`config.mk`:
```
export PLATFORM = sky130hd
export DESIGN_NAME = rect_fill_outline_rasterizer_flat
export DESIGN_NICKNAME = d
export VERILOG_FILES = /design/src/rtl/rfor_pkg.sv /design/src/rtl/rfor_in_if.sv /design/src/rtl/rfor_out_if.sv /design/src/rtl/rfor_cfg_regs.sv /design/src/rtl/rfor_scan_ctrl.sv /design/src/rtl/rfor_pixel_eval.sv /design/src/rtl/rect_fill_outline_rasterizer.sv /design/src/flat_wrapper.sv
export SDC_FILE = /design/constraint.sdc
export NUM_CORES = 1
export LEC_CHECK = 0
export BUFFER_PORTS_ARGS = -buffer_cell sky130_fd_sc_hd__buf_4
export CORE_AREA = 5 5 180 182
export CTS_CLUSTER_DIAMETER = 80
export CTS_CLUSTER_SIZE = 28
export DETAILED_ROUTE_END_ITERATION = 10
export DIE_AREA = 0 0 185 187
export MAX_ROUTING_LAYER = met4
export PLACE_DENSITY = 0.76
export SKIP_LAST_GASP = 1
export SLEW_MARGIN = 10
export SYNTH_ARGS = -nofsm -noshare
export SYNTH_HDL_FRONTEND = slang
export SYNTH_SLANG_ARGS = --single-unit
```
`constraint.sdc`:
```
create_clock -name i_clk -period 6.91 [get_ports i_clk]
set_input_delay 1.382 -clock i_clk [delete_from_list [all_inputs] [get_ports i_clk]]
set_output_delay 1.382 -clock i_clk [all_outputs]
set_load 0.01 [all_outputs]
```
`src/rtl/rfor_pkg.sv`:
```
`timescale 1ns / 1ps
// Shared types and constants for the rectangle fill/outline rasterizer.
// No dependencies; every other file refers to it by scoped names.
package rfor_pkg;

    localparam int APB_ADDR_W = 5;
    localparam int APB_DATA_W = 32;

    localparam logic [23:0] LOW_COLOR_MASK  = 24'h00FFFF;
    localparam logic [23:0] HIGH_COLOR_BYTE = 24'hFF0000;

    typedef logic [11:0] t_coord;
    typedef logic [12:0] t_pos;
    typedef logic [21:0] t_off;
    typedef logic [23:0] t_color;

    typedef enum logic [2:0] {
        REG_RECT_X      = 3'd0,
        REG_RECT_Y      = 3'd1,
        REG_RECT_W      = 3'd2,
        REG_RECT_H      = 3'd3,
        REG_EXCL_LEFT   = 3'd4,
        REG_EXCL_TOP    = 3'd5,
        REG_EXCL_RIGHT  = 3'd6,
        REG_EXCL_BOTTOM = 3'd7
    } t_reg_idx;

    typedef struct packed {
        t_coord rect_x;
        t_coord rect_y;
        t_coord rect_w;
        t_coord rect_h;
        t_coord excl_left;
        t_coord excl_top;
        t_coord excl_right;
        t_coord excl_bottom;
    } t_cfg;

    typedef struct packed {
        logic   active;
        logic   end_scan;
        t_coord col;
        t_coord row;
        logic   outline;
        logic   exclude_on;
        t_color color;
    } t_scan_beat;

endpackage

```
`src/rtl/rfor_in_if.sv`:
```
`timescale 1ns / 1ps
// Input channel of the rasterizer: valid/ready plus one request beat.
// Uses rfor_pkg for the color type.
interface rfor_in_if;
    logic            valid;
    logic            ready;
    logic            start_req;
    logic            outline;
    logic            exclude_on;
    rfor_pkg::t_color color;

    modport source (output valid, start_req, outline, exclude_on, color, input ready);
    modport sink   (input valid, start_req, outline, exclude_on, color, output ready);
endinterface

```
`src/rtl/rfor_out_if.sv`:
```
`timescale 1ns / 1ps
// Output channel of the rasterizer: valid/ready plus one pixel-write beat.
// Uses rfor_pkg for the offset and color types.
interface rfor_out_if;
    logic             valid;
    logic             ready;
    logic             write_enable;
    rfor_pkg::t_off   byte_offset;
    rfor_pkg::t_color pixel_color;
    logic             last;

    modport source (output valid, write_enable, byte_offset, pixel_color, last, input ready);
    modport sink   (input valid, write_enable, byte_offset, pixel_color, last, output ready);
endinterface

```
`src/rtl/rfor_cfg_regs.sv`:
```
`timescale 1ns / 1ps
// APB register file holding the rectangle and exclusion bounds.
// Depends on rfor_pkg.
module rfor_cfg_regs (
    input  logic                             i_clk,
    input  logic                             i_rst_n,
    input  logic                             psel,
    input  logic                             penable,
    input  logic                             pwrite,
    input  logic [rfor_pkg::APB_ADDR_W-1:0]  paddr,
    input  logic [rfor_pkg::APB_DATA_W-1:0]  pwdata,
    output logic [rfor_pkg::APB_DATA_W-1:0]  prdata,
    output logic                             pready,
    output rfor_pkg::t_cfg                   o_cfg
);
    rfor_pkg::t_cfg     r_cfg;
    rfor_pkg::t_reg_idx idx;
    rfor_pkg::t_coord   rd_val;
    rfor_pkg::t_coord   wr_val;
    logic               wr_en;

    assign idx    = rfor_pkg::t_reg_idx'(paddr[4:2]);
    assign wr_val = pwdata[11:0];
    assign wr_en  = psel & penable & pwrite;
    assign pready = 1'b1;
    assign o_cfg  = r_cfg;

    always_ff @(posedge i_clk) begin
        if (!i_rst_n) begin
            r_cfg <= '0;
        end else if (wr_en) begin
            case (idx)
                rfor_pkg::REG_RECT_X:      r_cfg.rect_x      <= wr_val;
                rfor_pkg::REG_RECT_Y:      r_cfg.rect_y      <= wr_val;
                rfor_pkg::REG_RECT_W:      r_cfg.rect_w      <= wr_val;
                rfor_pkg::REG_RECT_H:      r_cfg.rect_h      <= wr_val;
                rfor_pkg::REG_EXCL_LEFT:   r_cfg.excl_left   <= wr_val;
                rfor_pkg::REG_EXCL_TOP:    r_cfg.excl_top    <= wr_val;
                rfor_pkg::REG_EXCL_RIGHT:  r_cfg.excl_right  <= wr_val;
                rfor_pkg::REG_EXCL_BOTTOM: r_cfg.excl_bottom <= wr_val;
                default: ;
            endcase
        end
    end

    always_comb begin
        case (idx)
            rfor_pkg::REG_RECT_X:      rd_val = r_cfg.rect_x;
            rfor_pkg::REG_RECT_Y:      rd_val = r_cfg.rect_y;
            rfor_pkg::REG_RECT_W:      rd_val = r_cfg.rect_w;
            rfor_pkg::REG_RECT_H:      rd_val = r_cfg.rect_h;
            rfor_pkg::REG_EXCL_LEFT:   rd_val = r_cfg.excl_left;
            rfor_pkg::REG_EXCL_TOP:    rd_val = r_cfg.excl_top;
            rfor_pkg::REG_EXCL_RIGHT:  rd_val = r_cfg.excl_right;
            rfor_pkg::REG_EXCL_BOTTOM: rd_val = r_cfg.excl_bottom;
            default:                   rd_val = '0;
        endcase
    end

    assign prdata = {20'd0, rd_val};

endmodule

```
`src/rtl/rfor_scan_ctrl.sv`:
```
`timescale 1ns / 1ps
// Scan position state and input stage: steps the column/row on every accepted
// beat of an active scan and registers the position to evaluate. Depends on rfor_pkg, rfor_in_if.
module rfor_scan_ctrl (
    input  logic                 i_clk,
    input  logic                 i_rst_n,
    input  rfor_pkg::t_cfg       i_cfg,
    rfor_in_if.sink              i_in,
    output rfor_pkg::t_scan_beat o_beat,
    output logic                 o_valid,
    input  logic                 i_ready
);
    rfor_pkg::t_coord     r_col;
    rfor_pkg::t_coord     r_row;
    logic                 r_active;
    logic                 r_valid;
    rfor_pkg::t_scan_beat r_beat;

    rfor_pkg::t_coord     n_col;
    rfor_pkg::t_coord     n_row;
    logic                 n_active;
    rfor_pkg::t_scan_beat n_beat;

    rfor_pkg::t_coord     eff_col;
    rfor_pkg::t_coord     eff_row;
    rfor_pkg::t_coord     last_col;
    rfor_pkg::t_coord     last_row;
    logic                 eff_act;
    logic                 end_row;
    logic                 end_scan;
    logic                 accept;

    assign i_in.ready = !r_valid || i_ready;
    assign accept     = i_in.valid && i_in.ready;
    assign o_valid    = r_valid;
    assign o_beat     = r_beat;

    always_comb begin
        eff_col  = i_in.start_req ? '0 : r_col;
        eff_row  = i_in.start_req ? '0 : r_row;
        eff_act  = (i_in.start_req || r_active) &&
                   (i_cfg.rect_w != '0) && (i_cfg.rect_h != '0);
        last_col = i_cfg.rect_w - 12'd1;
        last_row = i_cfg.rect_h - 12'd1;
        end_row  = eff_col >= last_col;
        end_scan = eff_act && end_row && (eff_row >= last_row);

        if (!eff_act) begin
            n_active = 1'b0;
            n_col    = eff_col;
            n_row    = eff_row;
        end else if (end_scan) begin
            n_active = 1'b0;
            n_col    = '0;
            n_row    = '0;
        end else if (end_row) begin
            n_active = 1'b1;
            n_col    = '0;
            n_row    = eff_row + 12'd1;
        end else begin
            n_active = 1'b1;
            n_col    = eff_col + 12'd1;
            n_row    = eff_row;
        end

        n_beat.active     = eff_act;
        n_beat.end_scan   = end_scan;
        n_beat.col        = eff_col;
        n_beat.row        = eff_row;
        n_beat.outline    = i_in.outline;
        n_beat.exclude_on = i_in.exclude_on;
        n_beat.color      = i_in.color;
    end

    always_ff @(posedge i_clk) begin
        if (!i_rst_n) begin
            r_col    <= '0;
            r_row    <= '0;
            r_active <= 1'b0;
            r_valid  <= 1'b0;
        end else if (accept) begin
            r_col    <= n_col;
            r_row    <= n_row;
            r_active <= n_active;
            r_valid  <= 1'b1;
        end else if (i_ready) begin
            r_valid  <= 1'b0;
        end
    end

    always_ff @(posedge i_clk) begin
        if (accept) begin
            r_beat <= n_beat;
        end
    end

`ifndef NO_ASSERTIONS
    a_start_runs: assert property (@(posedge i_clk) disable iff (!i_rst_n)
        (accept && i_in.start_req && (i_cfg.rect_w > 12'd1) && (i_cfg.rect_h != '0))
        |=> (r_active && (r_col == 12'd1) && (r_row == '0)))
        else $error("start on a wide rectangle did not advance to column one");
    a_idle_holds: assert property (@(posedge i_clk) disable iff (!i_rst_n)
        (accept && !r_active && !i_in.start_req)
        |=> ($stable(r_col) && $stable(r_row) && !r_active))
        else $error("idle beat moved the scan position");
`endif

endmodule

```
`src/rtl/rfor_pixel_eval.sv`:
```
`timescale 1ns / 1ps
// Output stage: decides whether the registered position is drawn, forms the
// byte offset and color, and holds the result beat. Depends on rfor_pkg, rfor_out_if.
module rfor_pixel_eval #(
    parameter int SCREEN_WIDTH  = 800,
    parameter int SCREEN_HEIGHT = 480,
    parameter int PIXEL_BYTES   = 2
) (
    input  logic                 i_clk,
    input  logic                 i_rst_n,
    input  rfor_pkg::t_cfg       i_cfg,
    input  rfor_pkg::t_scan_beat i_beat,
    input  logic                 i_valid,
    output logic                 o_ready,
    rfor_out_if.source           o_out
);
    localparam rfor_pkg::t_pos SW_LIM = 13'(SCREEN_WIDTH);
    localparam rfor_pkg::t_pos SH_LIM = 13'(SCREEN_HEIGHT);
    localparam rfor_pkg::t_off SW_MUL = 22'(SCREEN_WIDTH);

    logic             r_valid;
    logic             r_we;
    rfor_pkg::t_off   r_off;
    rfor_pkg::t_color r_pc;
    logic             r_last;

    logic             n_we;
    rfor_pkg::t_off   n_off;
    rfor_pkg::t_color n_pc;
    logic             n_last;

    rfor_pkg::t_pos   x;
    rfor_pkg::t_pos   y;
    rfor_pkg::t_off   lin;
    rfor_pkg::t_off   off;
    rfor_pkg::t_color pc;
    logic             in_rect;
    logic             border;
    logic             on_screen;
    logic             excluded;
    logic             advance;

    assign o_ready = !r_valid || o_out.ready;
    assign advance = i_valid && o_ready;

    always_comb begin
        x = {1'b0, i_cfg.rect_x} + {1'b0, i_beat.col};
        y = {1'b0, i_cfg.rect_y} + {1'b0, i_beat.row};

        in_rect   = (i_beat.col < i_cfg.rect_w) && (i_beat.row < i_cfg.rect_h);
        border    = (i_beat.col == '0) || (i_beat.col == (i_cfg.rect_w - 12'd1)) ||
                    (i_beat.row == '0) || (i_beat.row == (i_cfg.rect_h - 12'd1));
        on_screen = (x < SW_LIM) && (y < SH_LIM);
        excluded  = i_beat.exclude_on &&
                    (x >= {1'b0, i_cfg.excl_left}) && (x <= {1'b0, i_cfg.excl_right}) &&
                    (y >= {1'b0, i_cfg.excl_top})  && (y <= {1'b0, i_cfg.excl_bottom});

        lin = rfor_pkg::t_off'(x) + rfor_pkg::t_off'(rfor_pkg::t_off'(y) * SW_MUL);
        off = rfor_pkg::t_off'(lin << 1) + ((PIXEL_BYTES >= 3) ? lin : '0);
        pc  = (PIXEL_BYTES >= 3) ?
              ((i_beat.color & rfor_pkg::LOW_COLOR_MASK) |
               (i_beat.color & rfor_pkg::HIGH_COLOR_BYTE)) :
              (i_beat.color & rfor_pkg::LOW_COLOR_MASK);

        n_we   = i_beat.active && in_rect && (!i_beat.outline || border) &&
                 on_screen && !excluded;
        n_off  = n_we ? off : '0;
        n_pc   = n_we ? pc : '0;
        n_last = !i_beat.active || i_beat.end_scan;
    end

    always_ff @(posedge i_clk) begin
        if (!i_rst_n) begin
            r_valid <= 1'b0;
        end else if (advance) begin
            r_valid <= 1'b1;
        end else if (o_out.ready) begin
            r_valid <= 1'b0;
        end
    end

    always_ff @(posedge i_clk) begin
        if (advance) begin
            r_we   <= n_we;
            r_off  <= n_off;
            r_pc   <= n_pc;
            r_last <= n_last;
        end
    end

    assign o_out.valid        = r_valid;
    assign o_out.write_enable = r_we;
    assign o_out.byte_offset  = r_off;
    assign o_out.pixel_color  = r_pc;
    assign o_out.last         = r_last;

`ifndef NO_ASSERTIONS
    a_skip_zero: assert property (@(posedge i_clk) disable iff (!i_rst_n)
        (r_valid && !r_we) |-> ((r_off == '0) && (r_pc == '0)))
        else $error("skipped pixel carries a nonzero offset or color");
    a_idle_last: assert property (@(posedge i_clk) disable iff (!i_rst_n)
        (advance && !i_beat.active) |=> (r_valid && r_last && !r_we))
        else $error("idle beat did not produce an idle result");
`endif

endmodule

```
`src/rtl/rect_fill_outline_rasterizer.sv`:
```
`timescale 1ns / 1ps
// Top level of the rectangle fill/outline rasterizer.
// Depends on rfor_pkg, rfor_in_if, rfor_out_if, rfor_cfg_regs, rfor_scan_ctrl, rfor_pixel_eval.
//
// Each input beat of an active scan steps the scan of the configured rectangle by one
// position, and every input beat yields exactly one result beat (pixel write or skip, byte
// offset relative to the framebuffer base, color, and last). The block sustains one beat
// per clock while the output is not stalled: the scan position register updates in the
// cycle a beat is accepted, the position is held in an input stage register, and the draw
// decision and offset multiply-add land in the output register. The user must write
// configuration over APB only while no beats are in flight; the block does not enforce it.
module rect_fill_outline_rasterizer #(
    parameter int SCREEN_WIDTH  = 800,
    parameter int SCREEN_HEIGHT = 480,
    parameter int PIXEL_BYTES   = 2
) (
    input  logic                             i_clk,
    input  logic                             i_rst_n,
    input  logic                             psel,
    input  logic                             penable,
    input  logic                             pwrite,
    input  logic [rfor_pkg::APB_ADDR_W-1:0]  paddr,
    input  logic [rfor_pkg::APB_DATA_W-1:0]  pwdata,
    output logic [rfor_pkg::APB_DATA_W-1:0]  prdata,
    output logic                             pready,
    rfor_in_if.sink                          i_in,
    rfor_out_if.source                       o_out
);
    rfor_pkg::t_cfg       cfg;
    rfor_pkg::t_scan_beat scan_beat;
    logic                 scan_valid;
    logic                 scan_ready;

    rfor_cfg_regs u_cfg (
        .i_clk   (i_clk),
        .i_rst_n (i_rst_n),
        .psel    (psel),
        .penable (penable),
        .pwrite  (pwrite),
        .paddr   (paddr),
        .pwdata  (pwdata),
        .prdata  (prdata),
        .pready  (pready),
        .o_cfg   (cfg)
    );

    rfor_scan_ctrl u_scan (
        .i_clk   (i_clk),
        .i_rst_n (i_rst_n),
        .i_cfg   (cfg),
        .i_in    (i_in),
        .o_beat  (scan_beat),
        .o_valid (scan_valid),
        .i_ready (scan_ready)
    );

    rfor_pixel_eval #(
        .SCREEN_WIDTH  (SCREEN_WIDTH),
        .SCREEN_HEIGHT (SCREEN_HEIGHT),
        .PIXEL_BYTES   (PIXEL_BYTES)
    ) u_eval (
        .i_clk   (i_clk),
        .i_rst_n (i_rst_n),
        .i_cfg   (cfg),
        .i_beat  (scan_beat),
        .i_valid (scan_valid),
        .o_ready (scan_ready),
        .o_out   (o_out)
    );

endmodule

```
`src/flat_wrapper.sv`:
```
// flat-port wrapper written by rule: the top's interface ports become plain ports
module rect_fill_outline_rasterizer_flat 
#(
    parameter int SCREEN_WIDTH  = 800,
    parameter int SCREEN_HEIGHT = 480,
    parameter int PIXEL_BYTES   = 2
)
  (i_clk, i_rst_n, psel, penable, pwrite, paddr, pwdata, prdata, pready, i_in_valid, i_in_start_req, i_in_outline, i_in_exclude_on, i_in_color, i_in_ready, o_out_valid, o_out_write_enable, o_out_byte_offset, o_out_pixel_color, o_out_last, o_out_ready);
  rfor_in_if i_in_i ();
  rfor_out_if o_out_i ();
  input  logic i_clk;
  input  logic i_rst_n;
  input  logic psel;
  input  logic penable;
  input  logic pwrite;
  input  logic [rfor_pkg::APB_ADDR_W-1:0] paddr;
  input  logic [rfor_pkg::APB_DATA_W-1:0] pwdata;
  output logic [rfor_pkg::APB_DATA_W-1:0] prdata;
  output logic pready;
  input wire logic [$bits(i_in_i.valid)-1:0] i_in_valid;
  input wire logic [$bits(i_in_i.start_req)-1:0] i_in_start_req;
  input wire logic [$bits(i_in_i.outline)-1:0] i_in_outline;
  input wire logic [$bits(i_in_i.exclude_on)-1:0] i_in_exclude_on;
  input wire logic [$bits(i_in_i.color)-1:0] i_in_color;
  output wire logic [$bits(i_in_i.ready)-1:0] i_in_ready;
  output wire logic [$bits(o_out_i.valid)-1:0] o_out_valid;
  output wire logic [$bits(o_out_i.write_enable)-1:0] o_out_write_enable;
  output wire logic [$bits(o_out_i.byte_offset)-1:0] o_out_byte_offset;
  output wire logic [$bits(o_out_i.pixel_color)-1:0] o_out_pixel_color;
  output wire logic [$bits(o_out_i.last)-1:0] o_out_last;
  input wire logic [$bits(o_out_i.ready)-1:0] o_out_ready;
  assign i_in_i.valid = i_in_valid;
  assign i_in_i.start_req = i_in_start_req;
  assign i_in_i.outline = i_in_outline;
  assign i_in_i.exclude_on = i_in_exclude_on;
  assign i_in_i.color = i_in_color;
  assign i_in_ready = i_in_i.ready;
  assign o_out_valid = o_out_i.valid;
  assign o_out_write_enable = o_out_i.write_enable;
  assign o_out_byte_offset = o_out_i.byte_offset;
  assign o_out_pixel_color = o_out_i.pixel_color;
  assign o_out_last = o_out_i.last;
  assign o_out_i.ready = o_out_ready;
  rect_fill_outline_rasterizer #(.SCREEN_WIDTH(SCREEN_WIDTH), .SCREEN_HEIGHT(SCREEN_HEIGHT), .PIXEL_BYTES(PIXEL_BYTES)) u_core (.i_clk(i_clk), .i_rst_n(i_rst_n), .psel(psel), .penable(penable), .pwrite(pwrite), .paddr(paddr), .pwdata(pwdata), .prdata(prdata), .pready(pready), .i_in(i_in_i), .o_out(o_out_i));
endmodule
```
---- Word-level counts from Yosys, hierarchy flattened ----
Index checks and enable logic that the tools add are counted.
word-level totals
  input port bits ......................... 71
  output and inout port bits .............. 83
  word-level logic and storage cells ...... 114
  flip-flop bits (word level) ............. 215
operators by class
  $add $sub $neg .......................... 7
  reductions and logical operators ........ 44
  order comparisons ....................... 10
  muxes and demuxes ....................... 15
  bitwise logic cells ..................... 2
  eq/ne operators ......................... 9
  $mul .................................... 1
operator list
  kind                     count
  $mux W12                 8
  $pmux W12 S8             1
  $add A12 B12 Y13         2
  $ge A13 B12 Y1           2
  $le A13 B12 Y1           2
  $add A12 B1 Y12 const B  2
  $eq A12 B12 Y1           2
  $ge A12 B12 Y1           2
  $logic_not A12 Y1        2
  $lt A12 B12 Y1           2
  $reduce_bool A12 Y1      2
  $sub A12 B1 Y12 const B  2
  $add A13 B21 Y21         1
  $logic_and A1 B1 Y1      16
  $mul A13 B5 Y16 const B  1
  $reduce_and A2 Y1        8
  $lt A13 B10 Y1 const B   1
  $lt A13 B9 Y1 const B    1
  $eq A3 B3 Y1 const B     4
  $logic_or A1 B1 Y1       8
  $eq A3 B2 Y1 const B     2
  $mux W1                  6
  $logic_not A1 Y1         5
  $reduce_bool A2 Y1       2
  3 further kinds          4

---- Depth between registers and ports, before layout ----
  depth after elaboration ................. 9
  mapped depth ............................ 23
  depth with buffers taken out ............ 23

---- Hierarchy ----
Synthesis repeated with hierarchy kept, for this count alone.
second synthesis, totals
  cell total of the unflattened synthesis .. 1739
  area total of the unflattened synthesis .. 15682.5 µm²
modules (own cells, without submodules)
  module           area each (µm²)  cells an instance  seq. area each (µm²)  instances
  rfor_pixel_eval  6740.2           787                1191.1                1
  rfor_cfg_regs    4829.6           566                1921.8                1
  rfor_scan_ctrl   4112.7           386                2082.0                1

---- Worst setup path before layout ----
Ideal clock, no wire load.
  kind .................................... register to register
  from .................................... register u_core.u_scan.r_beat, in the netlist u_core.u_scan.o_beat[27]
  to ...................................... register u_core.u_eval.r_off[20], in the netlist u_core.u_eval.o_out.byte_offset[20] (data pin)
  path buffers ............................ 0
  clock period less this slack ............ 5.185 ns
  arrival ................................. 4.930 ns
  data required time ...................... 6.655 ns
  setup slack ............................. 1.725 ns
  setup time .............................. 0.255 ns
  stages on the path, launching flop included .. 23
  path through ............................ edfxtp_1 > ha_1 > a21o_1 > a21oi_1 > o21bai_1 > a211o_1 > a31oi_1 > xor2_1 > inv_1 > ha_1 > ha_1 > inv_1 > fa_1 > inv_1 > ha_1 > or3_1 > o211ai_1 > nor2_1 > a211oi_1 > xnor2_1 > nand4_1 > xnor2_1 > and2_1
on the way
  word-level cells in the longest chain between the ends .. 7
  elaborated cells on any way between the ends .. 21
  those cells by class .................... add/sub (2); mul (1); order compare (4); eq/ne (1); reduce/logical (13)
ends and longest elaborated chain
  element                                                   line                   text
  from (decl)                                               rfor_scan_ctrl.sv:17   rfor_pkg::t_scan_beat r_beat;
  from (signal assigned)                                    rfor_scan_ctrl.sv:93   r_beat <= n_beat;
  branches (longest 7 deep; another with $add A13 B21 Y21)  --
  to (signal assigned)                                      rfor_pixel_eval.sv:85  r_off <= n_off;
  to (decl)                                                 rfor_pixel_eval.sv:23  rfor_pkg::t_off r_off;
Parallel ways; which one is timed is not known.
A chain may end at the register's enable or synchronous reset.

---- Worst setup path after layout ----
Ends and elaborated chain as after synthesis.

==> impl_metrics.env <==
export IMPL_hold_violations=0
export IMPL_die_h_um=187
export IMPL_setup_violations=0
export IMPL_rsz0062_at_grt="false"
export IMPL_grt_max_degree=106
export IMPL_maxCapViolCount=0
export IMPL_worst_pin_slew_ns=1.228
export IMPL_ctsResizeCount=0
export IMPL_clock_latency_ns=0.51
export IMPL_synth_area_leaders="edfxtp_1, dfxtp_1, ha_1, mux2i_1, nor2b_1"
export IMPL_avgSynthCellArea_sq_um=9.121
export IMPL_ys_top_cells_by_count="ha_1, inv_1, nand2_1"
export IMPL_syn_area_sq_um=15080
export IMPL_synth_simple_area_share=0.1943
export IMPL_synth_top_family_by_area="simple AND/OR/NAND/NOR gates"
export IMPL_gp_congestion=0.9478
export IMPL_die_x_um=185
export IMPL_crit_type="reg2reg"
export IMPL_root_buffer="clkbuf_16"
export IMPL_yosysTopAreaCellShare=0.1653
export IMPL_fin_worst_skew_ns=0.04135
export IMPL_tritoncts="done"
export IMPL_grtUsageTotal=0.2345
export IMPL_leakage_uw=0.006637
export IMPL_port_buffers=93
export IMPL_clock_sinks=206
export IMPL_critPathArrivalTime_ns=6.13
export IMPL_status="complete, no violations"
export IMPL_synth_cell_types=84
export IMPL_initial_core_util=0.4955
export IMPL_numCtsBuffers=14
export IMPL_hold_buffers=0
export IMPL_synth_largest_area_cell="edfxtp_1"
export IMPL_io_pins=154
export IMPL_required_ns=7.14
export IMPL_antennaDiodeCount=0
export IMPL_dp_hpwl_mm=30.73
export IMPL_dr_pass1_iters=5
export IMPL_power_density_nw_per_um2=169.1
export IMPL_hp_class="reg2reg"
export IMPL_async_flop_share=0
export IMPL_clk_pin_slew_worst_paths_ns=0.11
export IMPL_ir_worst_vdd_mv=0.1635
export IMPL_start_kind="flip-flop"
export IMPL_wire_per_inst_um=19.29
export IMPL_area_growth_pct=9.079
export IMPL_end_kind="flip-flop"
export IMPL_die_area_sq_um=34600
export IMPL_clock_path_buffers=3
export IMPL_pre_cts_slack_ns=1.137
export IMPL_tns_ns=0
export IMPL_fin_util=0.5405
export IMPL_fin_crit_ns=5.893
export IMPL_drive_gt1_frac=0.09272
export IMPL_overflow=0
export IMPL_wl_mm=40.52
export IMPL_vias=12130
export IMPL_rr_startpoint="u_core.u_scan.o_beat[27]"
export IMPL_synth_compound_area_share=0.1377
export IMPL_synth_area_mux_share=0.06315
export IMPL_ys_warn_count=0
export IMPL_ys_seq_area_frac=0.3286
export IMPL_post_cts_setup_buffers=0
export IMPL_drc=0
export IMPL_cp_max_fo=5
export IMPL_worstReg2RegEnd="u_core.u_eval.o_out.byte_offset[20]"
export IMPL_relSlewSlack=0.1793
export IMPL_ys_ff_latch=206
export IMPL_synthAdderAreaFrac=0.1544
export IMPL_r2r_cells=22
export IMPL_fmax_mhz=169.7
export IMPL_antenna_left=0
export IMPL_synth_ff_type="dfxtp_1"
export IMPL_fin_ws_ns=1.017
export IMPL_yosysMostFrequentCell="ha_1"
export IMPL_report_power_total_uw=2781
export IMPL_grt_pass1_wl_mm=63.77
export IMPL_synth_xor_xnor_area_share=0.05278
export IMPL_min_period_over_period=0.8528
export IMPL_rows=64
export IMPL_htreeDepth=1
export IMPL_vias_per_cell=5.775
export IMPL_endpoint="u_core.u_eval.o_out.byte_offset[20]"
export IMPL_synth_edff_count=83
export IMPL_drt_iter0_drc=983
export IMPL_fp_coreArea_sq_um=30430
export IMPL_grt_pass1_vias=11660
export IMPL_fin_nets=1947
export IMPL_slew_viol_final=0
export IMPL_grt_antenna_before_repair=0
export IMPL_startpoint="u_core.u_scan.o_beat[27]"
export IMPL_syn_inst=1653
export IMPL_r2r_slack_ns=1.02
worst min path at each step:
stage	cells past startpoint	endpoint	startpoint	slack, ns
2_1_floorplan	1	u_core.u_scan.r_row[8]	u_core.u_scan.r_row[8]	0.44
3_3_place_gp	1	u_core.u_scan.r_row[2]	u_core.u_scan.r_row[2]	0.45
3_5_place_dp	1	u_core.u_scan.r_row[8]	u_core.u_scan.r_row[8]	0.45
4_1_cts	1	u_core.u_scan.r_row[8]	u_core.u_scan.r_row[8]	0.47
5_1_grt	1	u_core.u_scan.r_row[8]	u_core.u_scan.r_row[8]	0.51
6_report	1	u_core.u_scan.r_row[8]	u_core.u_scan.r_row[8]	0.48
through the flow:
stage          hold slack (ns)  instances  cell area, sq um
2_1_floorplan           0.4408       1681             15180
5_1_grt                 0.5056       2100             16450
6_report                0.4761       2100             16450
4_1_cts                 0.4748       2100             16450
3_5_place_dp            0.4549       2076             15950
3_3_place_gp            0.4521       2076             15950
worst max-delay path, cell delays in order, from the launching register on:
cell and delay, ns:
edfxtp_1 0.52, ha_1 0.34, a21o_1 0.15, a21oi_1 0.26, o21bai_1 0.13, a211o_1 0.30, a31oi_1 0.25, xor2_1 0.32
inv_1 0.17, ha_1 0.33, ha_1 0.27, inv_1 0.05, fa_1 0.53, inv_1 0.04, ha_1 0.24, or3_1 0.38
o211ai_1 0.13, nor2_1 0.10, a211oi_1 0.36, xnor2_1 0.25, nand4_1 0.17, xnor2_1 0.15, and2_1 0.16
flip-flops by register name, summed over array words and instances (netlist names):
name	cells
u_core.u_scan.o_beat	44
u_core.u_eval.o_out.pixel_color	16
u_core.u_eval.o_out.write_enable	1
u_core.u_scan.o_valid	1
u_core.u_cfg.o_cfg	96
u_core.u_scan.r_col	12
u_core.u_scan.r_active	1
u_core.u_eval.o_out.valid	1
u_core.u_eval.o_out.byte_offset	21
u_core.u_eval.o_out.last	1
u_core.u_scan.r_row	12
cells by family after synthesis:
| group | count (synthesis) |
|---|---|
| and+or+nand+nor | 557 |
| AOI/OAI and AO/OA | 302 |
| buffers and inverters | 238 |
| DFF | 206 |
| adders and majority gates | 180 |
| muxes | 85 |
| xor gates and xnor gates | 83 |
| other | 2 |
final cells by class:
type                    count  area (sq um)
well taps                 396         495.5
flip-flops and latches    206          4955
repair buffers            104         780.7
inverters                 133         499.2
clock inverters             9         118.9
fillers                  2781         13980
multi-input cells        1237          9221
clock buffers              15         375.4
cells in the final DEF (no fill, tap or decap), types with 57 or more instances in the layout:
master,n
edfxtp_1,83
nor2_1,99
buf_4,104
dfxtp_1,123
mux2i_1,76
nand2_1,125
ha_1,170
nor2b_1,102
a21oi_1,62
inv_1,131
xnor2_1,57
per-layer routing:
| metal | up-vias | routed length, um | GRT usage |
|---|---|---|---|
| met3 | 86 | 2732 | 0.02625 |
| met2 | 421 | 19000 | 0.3753 |
| met4 | 0 | 1474 | 0.07086 |
| met5 | - | 0 | - |
| met1 | 5750 | 17310 | 0.3137 |
| li1 | 5870 | - | - |
where the power goes:
group | switching (uW) | leakage, uW | internal, uW
Clock | 502 | 0.000240 | 431
Combinational | 313 | 0.00460 | 221
Sequential | 24.6 | 0.00180 | 1290
Total | 839 | 0.00664 | 1940
Power figures use the tool's default switching activity.
